## config.mk

```make
export PLATFORM = sky130hd
export DESIGN_NAME = button_edge_autorepeat_events_top
export DESIGN_NICKNAME = d
export VERILOG_FILES = /design/src/design/bea_pkg.sv /design/src/design/button_edge_autorepeat_events_top.sv /design/src/design/bea_front.sv /design/src/design/bea_queue.sv /design/src/design/bea_back.sv
export VERILOG_INCLUDE_DIRS = /design/src /design/src/design
export SDC_FILE = /design/constraint.sdc
export NUM_CORES = 1
export LEC_CHECK = 0
export BUFFER_PORTS_ARGS = -buffer_cell sky130_fd_sc_hd__buf_2
export CAP_MARGIN = 20
export CORE_UTILIZATION = 40
export CTS_BUF_LIST = sky130_fd_sc_hd__clkbuf_8
export DETAILED_ROUTE_END_ITERATION = 16
export PLACE_DENSITY = 0.59
export SLEW_MARGIN = 30
export SYNTH_ARGS = -nofsm -noshare
export SYNTH_HDL_FRONTEND = slang
export SYNTH_SLANG_ARGS = --single-unit
```

## constraint.sdc

```tcl
create_clock -name aclk -period 9.7 [get_ports aclk]
set_clock_uncertainty 0.1 [all_clocks]
set_input_delay 0.485 -clock aclk [delete_from_list [all_inputs] [get_ports aclk]]
set_output_delay 0.485 -clock aclk [all_outputs]
set_load 0.005 [all_outputs]
```

## src/design/assert_macros.svh

```systemverilog
// assertion macros used by the top-level rtl file
// no dependencies; clock aclk and reset aresetn are taken from the enclosing scope
`ifndef ASSERT_MACROS_SVH
`define ASSERT_MACROS_SVH

// property must hold at every rising clock edge outside reset
`define BEA_ASSERT_IMPL(label, prop) \
    label: assert property (@(posedge aclk) disable iff (!aresetn) (prop)) \
        else $error("assertion failed");

// expression must never be true outside reset
`define BEA_ASSERT_NEVER(label, expr) \
    label: assert property (@(posedge aclk) disable iff (!aresetn) !(expr)) \
        else $error("forbidden condition seen");

`endif

```

## src/design/bea_pkg.sv

```systemverilog
// shared types, constants and the pad remap function for the button event block
// no dependencies
package bea_pkg;

    typedef enum logic [1:0] {
        EV_PRESS   = 2'd0,
        EV_REPEAT  = 2'd1,
        EV_RELEASE = 2'd2
    } event_kind_t;

    localparam int NUM_MAP     = 14;
    localparam int QUEUE_DEPTH = 2;

    localparam logic [31:0] COUNT_RELOAD = 32'd16;
    localparam logic [31:0] COUNT_STEP   = 32'd2;
    localparam logic signed [31:0] FAST_LIMIT   = -32'sd90;
    localparam logic signed [31:0] SCROLL_LIMIT = -32'sd299;
    localparam int SUPPRESS_BIT = 6;

    // fixed wiring from pad bits to button bits
    localparam logic [4:0] PAD_IDX [NUM_MAP] = '{
        5'd3, 5'd5, 5'd6, 5'd4, 5'd29, 5'd30, 5'd28,
        5'd31, 5'd26, 5'd27, 5'd24, 5'd25, 5'd1, 5'd2
    };
    localparam logic [3:0] BTN_IDX [NUM_MAP] = '{
        4'd12, 4'd14, 4'd15, 4'd13, 4'd5, 4'd6, 4'd4,
        4'd7, 4'd2, 4'd3, 4'd0, 4'd1, 4'd8, 4'd11
    };

    // one classified tick: up to a release event and a press or repeat event
    typedef struct packed {
        logic        has_rel;
        logic [15:0] rel_mask;
        logic        has_pe;
        event_kind_t pe_kind;
        logic [15:0] pe_mask;
        logic        fast_scroll;
    } event_rec_t;

    typedef struct packed {
        logic full;
        logic empty;
    } queue_status_t;

    function automatic logic [15:0] remap(input logic [31:0] pad);
        logic [15:0] r;
        r = '0;
        for (int i = 0; i < NUM_MAP; i++) begin
            if (pad[PAD_IDX[i]]) begin
                r[BTN_IDX[i]] = 1'b1;
            end
        end
        return r;
    endfunction

endpackage

```

## src/design/button_edge_autorepeat_events_top.sv

```systemverilog
// the first event of a tick reaches the m_ ports from its input transaction through the
//   queue write, then the back end's output register
// throughput: one input transaction per cycle while the record queue has room;
//   one event per cycle out while m_ready is high and a record is queued, and a release plus press is two events
// the back end's single output register sets the drain rate of one event per ready cycle
// reset: synchronous, active low; clears arming, button history, countdown, queue, output
`include "assert_macros.svh"

module button_edge_autorepeat_events_top #(
    parameter int QUEUE_DEPTH = bea_pkg::QUEUE_DEPTH
) (
    input  logic        aclk,
    input  logic        aresetn,
    // poll tick input
    input  logic        s_valid,
    output logic        s_ready,
    input  logic [31:0] s_pad_word,
    input  logic        s_rapid_mode,
    // event output
    output logic        m_valid,
    input  logic        m_ready,
    output logic [1:0]  m_event_kind,
    output logic [15:0] m_event_buttons,
    output logic        m_fast_scroll,
    output logic        m_last_event
);

    // classified record travelling from front to back
    bea_pkg::event_rec_t    push_rec;
    bea_pkg::event_rec_t    head_rec;
    bea_pkg::queue_status_t q_status;
    logic push;
    logic pop;
    // a release transaction that still has its press or repeat to follow
    logic rel_pair_start;

    // front: remap, arming, countdown and event classification
    bea_front u_front (
        .aclk        (aclk),
        .aresetn     (aresetn),
        .in_valid    (s_valid),
        .in_ready    (s_ready),
        .pad_word    (s_pad_word),
        .rapid_mode  (s_rapid_mode),
        .q_status    (q_status),
        .push        (push),
        .rec         (push_rec)
    );

    // queue decouples tick acceptance from event delivery
    bea_queue #(
        .DEPTH (QUEUE_DEPTH)
    ) u_queue (
        .aclk     (aclk),
        .aresetn  (aresetn),
        .push     (push),
        .push_rec (push_rec),
        .pop      (pop),
        .head_rec (head_rec),
        .status   (q_status)
    );

    // back: release event first, then press or repeat, through the output register
    bea_back u_back (
        .aclk          (aclk),
        .aresetn       (aresetn),
        .head_rec      (head_rec),
        .q_status      (q_status),
        .pop           (pop),
        .out_valid     (m_valid),
        .out_ready     (m_ready),
        .event_kind    (m_event_kind),
        .event_buttons (m_event_buttons),
        .fast_scroll   (m_fast_scroll),
        .last_event    (m_last_event)
    );

    assign rel_pair_start = m_valid && m_ready && !m_last_event &&
                            m_event_kind == 2'(bea_pkg::EV_RELEASE);

    // a record is only pushed when the queue has room
    `BEA_ASSERT_NEVER(a_queue_no_overflow, push && q_status.full)
    // the back end never pops an empty queue
    `BEA_ASSERT_NEVER(a_queue_no_underflow, pop && q_status.empty)
    // every delivered event names at least one button
    `BEA_ASSERT_NEVER(a_event_has_buttons, m_valid && m_event_buttons == 16'h0000)
    // a release that is not last is followed at once by its press or repeat
    `BEA_ASSERT_IMPL(a_release_pair, rel_pair_start |=> m_valid && m_event_kind != 2'(bea_pkg::EV_RELEASE))

endmodule

```

## src/design/bea_front.sv

```systemverilog
// front end: accepts poll ticks, keeps arming, button and countdown state,
// classifies each tick into an event record; uses bea_pkg
module bea_front (
    input  logic                aclk,
    input  logic                aresetn,
    input  logic                in_valid,
    output logic                in_ready,
    input  logic [31:0]         pad_word,
    input  logic                rapid_mode,
    input  bea_pkg::queue_status_t q_status,
    output logic                push,
    output bea_pkg::event_rec_t rec
);

    logic        armed_reg, armed_next;
    logic [15:0] prev_reg, prev_next;
    logic [31:0] count_reg, count_next;

    logic        accept;
    logic [15:0] buttons;
    logic [15:0] released;
    logic [15:0] pressed;
    logic        repeating;
    logic        press_ok;

    assign in_ready = !q_status.full;
    assign accept   = in_valid && in_ready;
    assign buttons  = bea_pkg::remap(pad_word);

    always_comb begin
        armed_next = armed_reg;
        prev_next  = prev_reg;
        count_next = count_reg;
        push       = 1'b0;

        released   = prev_reg & ~buttons;
        count_next = ((prev_reg != buttons) ? bea_pkg::COUNT_RELOAD : count_reg)
                     - bea_pkg::COUNT_STEP;
        repeating  = $signed(count_next) < 0 &&
                     ((rapid_mode && $signed(count_next) < bea_pkg::FAST_LIMIT) ||
                      count_next[1:0] == 2'b00);
        pressed    = buttons & ~(repeating ? 16'h0000 : prev_reg);
        press_ok   = (pressed != '0) && !(repeating && pressed[bea_pkg::SUPPRESS_BIT]);

        rec.has_rel     = released != '0;
        rec.rel_mask    = released;
        rec.has_pe      = press_ok;
        rec.pe_kind     = repeating ? bea_pkg::EV_REPEAT : bea_pkg::EV_PRESS;
        rec.pe_mask     = pressed;
        rec.fast_scroll = $signed(count_next) < bea_pkg::SCROLL_LIMIT;

        if (!accept) begin
            count_next = count_reg;
        end else if (!armed_reg) begin
            count_next = count_reg;
            if (buttons == '0) begin
                armed_next = 1'b1;
            end
        end else begin
            prev_next = buttons;
            push      = rec.has_rel || rec.has_pe;
        end
    end

    always_ff @(posedge aclk) begin
        if (!aresetn) begin
            armed_reg <= 1'b0;
            prev_reg  <= '0;
            count_reg <= '0;
        end else begin
            armed_reg <= armed_next;
            prev_reg  <= prev_next;
            count_reg <= count_next;
        end
    end

endmodule

```

## src/design/bea_queue.sv

```systemverilog
// short queue of event records between front and back
// uses bea_pkg
module bea_queue #(
    parameter int DEPTH = bea_pkg::QUEUE_DEPTH
) (
    input  logic                   aclk,
    input  logic                   aresetn,
    input  logic                   push,
    input  bea_pkg::event_rec_t    push_rec,
    input  logic                   pop,
    output bea_pkg::event_rec_t    head_rec,
    output bea_pkg::queue_status_t status
);

    localparam int PW = (DEPTH > 1) ? $clog2(DEPTH) : 1;
    localparam int CW = $clog2(DEPTH + 1);
    localparam logic [PW-1:0] LAST_PTR = PW'(DEPTH - 1);
    localparam logic [CW-1:0] FULL_CNT = CW'(DEPTH);

    bea_pkg::event_rec_t slot_reg [DEPTH];
    logic [PW-1:0] wr_reg, wr_next;
    logic [PW-1:0] rd_reg, rd_next;
    logic [CW-1:0] cnt_reg, cnt_next;
    logic do_push, do_pop;

    assign status.full  = cnt_reg == FULL_CNT;
    assign status.empty = cnt_reg == '0;
    assign do_push  = push && !status.full;
    assign do_pop   = pop && !status.empty;
    assign head_rec = slot_reg[rd_reg];

    always_comb begin
        wr_next  = do_push ? ((wr_reg == LAST_PTR) ? '0 : wr_reg + 1'b1) : wr_reg;
        rd_next  = do_pop  ? ((rd_reg == LAST_PTR) ? '0 : rd_reg + 1'b1) : rd_reg;
        cnt_next = cnt_reg + CW'(do_push) - CW'(do_pop);
    end

    always_ff @(posedge aclk) begin
        if (!aresetn) begin
            wr_reg  <= '0;
            rd_reg  <= '0;
            cnt_reg <= '0;
        end else begin
            wr_reg  <= wr_next;
            rd_reg  <= rd_next;
            cnt_reg <= cnt_next;
        end
    end

    always_ff @(posedge aclk) begin
        if (do_push) begin
            slot_reg[wr_reg] <= push_rec;
        end
    end

endmodule

```

## src/design/bea_back.sv

```systemverilog
// back end: expands each queued record into one or two events on an output register
// uses bea_pkg
module bea_back (
    input  logic                   aclk,
    input  logic                   aresetn,
    input  bea_pkg::event_rec_t    head_rec,
    input  bea_pkg::queue_status_t q_status,
    output logic                   pop,
    output logic                   out_valid,
    input  logic                   out_ready,
    output logic [1:0]             event_kind,
    output logic [15:0]            event_buttons,
    output logic                   fast_scroll,
    output logic                   last_event
);

    logic        valid_reg, valid_next;
    logic        phase_reg, phase_next;
    logic [1:0]  kind_reg, kind_next;
    logic [15:0] btn_reg, btn_next;
    logic        fs_reg, fs_next;
    logic        last_reg, last_next;
    logic        load, sel_rel;

    assign load    = !q_status.empty && (!valid_reg || out_ready);
    assign sel_rel = head_rec.has_rel && !phase_reg;

    always_comb begin
        valid_next = valid_reg && !out_ready;
        phase_next = phase_reg;
        kind_next  = kind_reg;
        btn_next   = btn_reg;
        fs_next    = fs_reg;
        last_next  = last_reg;
        pop        = 1'b0;
        if (load) begin
            valid_next = 1'b1;
            fs_next    = head_rec.fast_scroll;
            if (sel_rel) begin
                kind_next  = bea_pkg::EV_RELEASE;
                btn_next   = head_rec.rel_mask;
                last_next  = !head_rec.has_pe;
                pop        = !head_rec.has_pe;
                phase_next = head_rec.has_pe;
            end else begin
                kind_next  = head_rec.pe_kind;
                btn_next   = head_rec.pe_mask;
                last_next  = 1'b1;
                pop        = 1'b1;
                phase_next = 1'b0;
            end
        end
    end

    always_ff @(posedge aclk) begin
        if (!aresetn) begin
            valid_reg <= 1'b0;
            phase_reg <= 1'b0;
        end else begin
            valid_reg <= valid_next;
            phase_reg <= phase_next;
        end
    end

    always_ff @(posedge aclk) begin
        kind_reg <= kind_next;
        btn_reg  <= btn_next;
        fs_reg   <= fs_next;
        last_reg <= last_next;
    end

    assign out_valid     = valid_reg;
    assign event_kind    = kind_reg;
    assign event_buttons = btn_reg;
    assign fast_scroll   = fs_reg;
    assign last_event    = last_reg;

endmodule

```

==> run_results.csv <==
group,metric,value,unit
run_status,outcome,"finished, final reports clean",
die,std_cell_rows,48,
yosys,yosysTopAreaCell,"edfxtp_1",
yosys,synth_edf_count,82,
die,core,17200,sq um
timing,fmax,135,MHz
setup_path,max_stage_delay,0.75,ns
final_layout,largest_reg_flops,64,
setup_path,required,9.94,ns
grt,grt.total_usage,19.7,%
yosys,ys_seq_area_share,50.2,%
routing,first_pass_iters,5,
yosys,synthArstFlopShare,0,%
routing,routedWlPerCell,17.4,microns
power,leakagePower,0.00285,uW
clock_tree,postCtsHoldBufs,0,
timing,worst_slack,2.27,ns
clock_tree,numClockSinks,136,
die,dieArea,18200,sq um
final_layout,multiInputGateArea,3240,sq um
timing,rsz0062_at_grt,"no",
clock_tree,clkLatencyLatePin,0.45,ns
timing,slew_headroom,39.8,%
power,powerDensity,159,nW/um^2
setup_path,worstPathMaxFanout,11,
final_layout,diodes,0,
routing,vias,5438,
power,power,1250,uW
yosys,avgSynthCellArea,10.2,sq um
timing,finalCritPeriodShare,76.6,%
job,cap_violations,0,
setup_path,path_buf_inv,0,
setup_path,crit_chain,"ha_1, nand4_1, nor4_2, nand2_1, ha_1, or4b_1, or4_1, nor3_1, mux2_2, or4_1, nor4_2, a31oi_1, or4_4, o21ai_0, a21oi_1, ha_1, xnor2_1, xnor2_1, and2_1",
final_layout,seqCellArea,3540,sq um
setup_path,cp.arrival,7.67,ns
final_layout,nets,773,
power,vdd_drop_max,0.0933,mV
grt,grt_pass1_vias,5427,
die,chipWidth,135,microns
yosys,synth_common_cells,"edfxtp_1, nand2_1, dfxtp_1, nor2_1, clkbuf_1",
setup_path,cp_slowest_cell,"or4_1",
timing,setup_violations,0,
yosys,netlist_area,7060,sq um
die,start_util,40.9,%
placed_design,dpl.cell_count,924,
final_layout,drive_gt1_share,15.7,%
clock_tree,cts-root-buf,"clkbuf_8",
clock_tree,cts.reportedPaths.clkPinSlew,0.08,ns
die,die_h,135,microns
clock_tree,cts-resized-gates,0,
grt,grt_max_degree,57,
yosys,synth-main-ff-cell,"edfxtp_1",
clock_tree,cts_tree,"built",
setup_path,end_kind,"flip-flop",
clock_tree,clockBufferDepth,2,
placed_design,portBuffers,38,
yosys,synth_top_area_share,34.9,%
grt,grt_pass1_wl,27500,microns
routing,drt_iter0_markers,320,
timing,period_minus_slack,7.43,ns
timing,worst_slew_pin_slew,0.894,ns
routing,drt_wl_total,16700,microns
yosys,yosys_register_bits,136,
yosys,yosysMostFrequentCell,"edfxtp_1",
timing,fin_hold_ws,0.208,ns
routing,drc,0,
setup_path,path_delay_family,"simple AND/OR/NAND/NOR gates",
grt,antenna_found_initial,0,
placed_design,preCtsSetupSlack,2.02,ns
yosys,synth_cell_types,67,
timing,finalMaxSlewViolations,0,
timing,setup_tns,0,ns
die,pin_count,59,
timing,hold_violations,0,
final_layout,fillCellCount,1619,
clock_tree,cts_setup_buffers,0,
final_layout,area_delta_synth_final,11.4,%
routing,postRouteAntennaNets,0,
placed_design,gp_congestion,0.869,
clock_tree,cts_buffers,17,
setup_path,crit_type,"flip-flop to flip-flop",
grt,grt_remaining_overflow,0,
setup_path,cp_common_cell,"ha_1",
worst_hold_path,hp-class,"primary input to flip-flop",
setup_path,setup.worst_path.start_class,"flip-flop",
clock_tree,cts.htree.levels,4,
placed_design,hpwl,11600,microns
routing,viasPerCell,5.68,
yosys,ys_top_cells_by_area,"edfxtp_1, dfxtp_1, mux4_2, nand2_1, ha_1",
yosys,synth_cells,693,
final_layout,layout.cells.non_filler,957,
yosys,yosysWarnings,0,
==> final timing paths <==
check | startpoint | to | slack (ns) | depth (start not counted)
setup / recovery | u_front.prev_reg[8] | u_queue.cnt_reg[1] | 2.27 | 19
hold / removal | s_pad_word[6] | u_front.prev_reg[15] | 0.21 | 3
setup reg to reg | u_front.prev_reg[8] | u_queue.cnt_reg[1] | 2.27 | 19
hold reg to reg | u_front.count_reg[0] | u_front.count_reg[0] | 0.38 | 2
==> cell type report <==
cell class              instances  share of cell area [%]
well taps                     225                    3.58
clock inverters                15                    1.64
multi-input cells             481                    41.3
inverters                      32                    1.53
repair buffers                 51                    3.92
clock buffers                  17                    2.98
flip-flops and latches        136                    45.1
==> per-layer routing <==
| metal | GRT usage [%] | vias to the layer above | routed length [microns] |
|---|---|---|---|
| met5 | 0 | - | 0 |
| met4 | 7.93 | 0 | 405 |
| met3 | 4.43 | 25 | 645 |
| met2 | 33.1 | 126 | 8180 |
| met1 | 24.6 | 2638 | 7460 |
| li1 | - | 2649 | - |
==> kinds of logic (layout without fill, tap and decap cells) <==
| logic type | Yosys count | after routing | share of synthesized area [%] |
|---|---|---|---|
| multiplexers | 22 | 22 | 5.66 |
| buffers and inverters | 77 | 115 | 4.33 |
| other | 1 | 2 | 0.0531 |
| adder cells (fa/ha/maj) | 17 | 17 | 3.01 |
| AO/OA/AOI/OAI | 162 | 162 | 15.1 |
| XOR/XNOR | 14 | 14 | 1.74 |
| flip-flops | 136 | 136 | 50.2 |
| AND/OR/NAND/NOR | 264 | 264 | 19.8 |
==> tightest hold or removal path: cells and delay by family <==
kind | cells | cell delay (ns)
and+or+nand+nor | 1 | 0.04
AOI/OAI and AO/OA | 1 | 0.07
buffers and inverters | 1 | 0.11
==> report_power, final <==
group	switching [uW]	internal (uW)	leakage, uW	total, uW
registers	8.50	654	0.00119	663
clock network	247	187	0.000191	433
logic	73.3	76.6	0.00147	150
total	328	917	0.00285	1250
==> placed cells by master (no fill, tap or decap), types with 14 or more instances in the layout <==
cell type	count
nand2_1	73
dfxtp_1	54
a21boi_0	25
o21ai_0	32
nor2_1	40
mux4_2	14
nor4_1	20
ha_1	17
buf_2	38
nor3_1	29
inv_1	32
clkbuf_8	17
edfxtp_1	82
nor2b_1	18
a21oi_1	37
==> per-stage QoR <==
| stage | cell area (sq um) | utilization [%] |
|---|---|---|
| 6_report | 7860 | 45.6 |
| 3_3_place_gp | 7470 | 43.3 |
| 5_1_grt | 7860 | 45.6 |
| 3_5_place_dp | 7470 | 43.3 |
| 2_1_floorplan | 7060 | - |
| 4_1_cts | 7830 | 45.4 |
No activity file was read; power rests on OpenSTA's default activity.
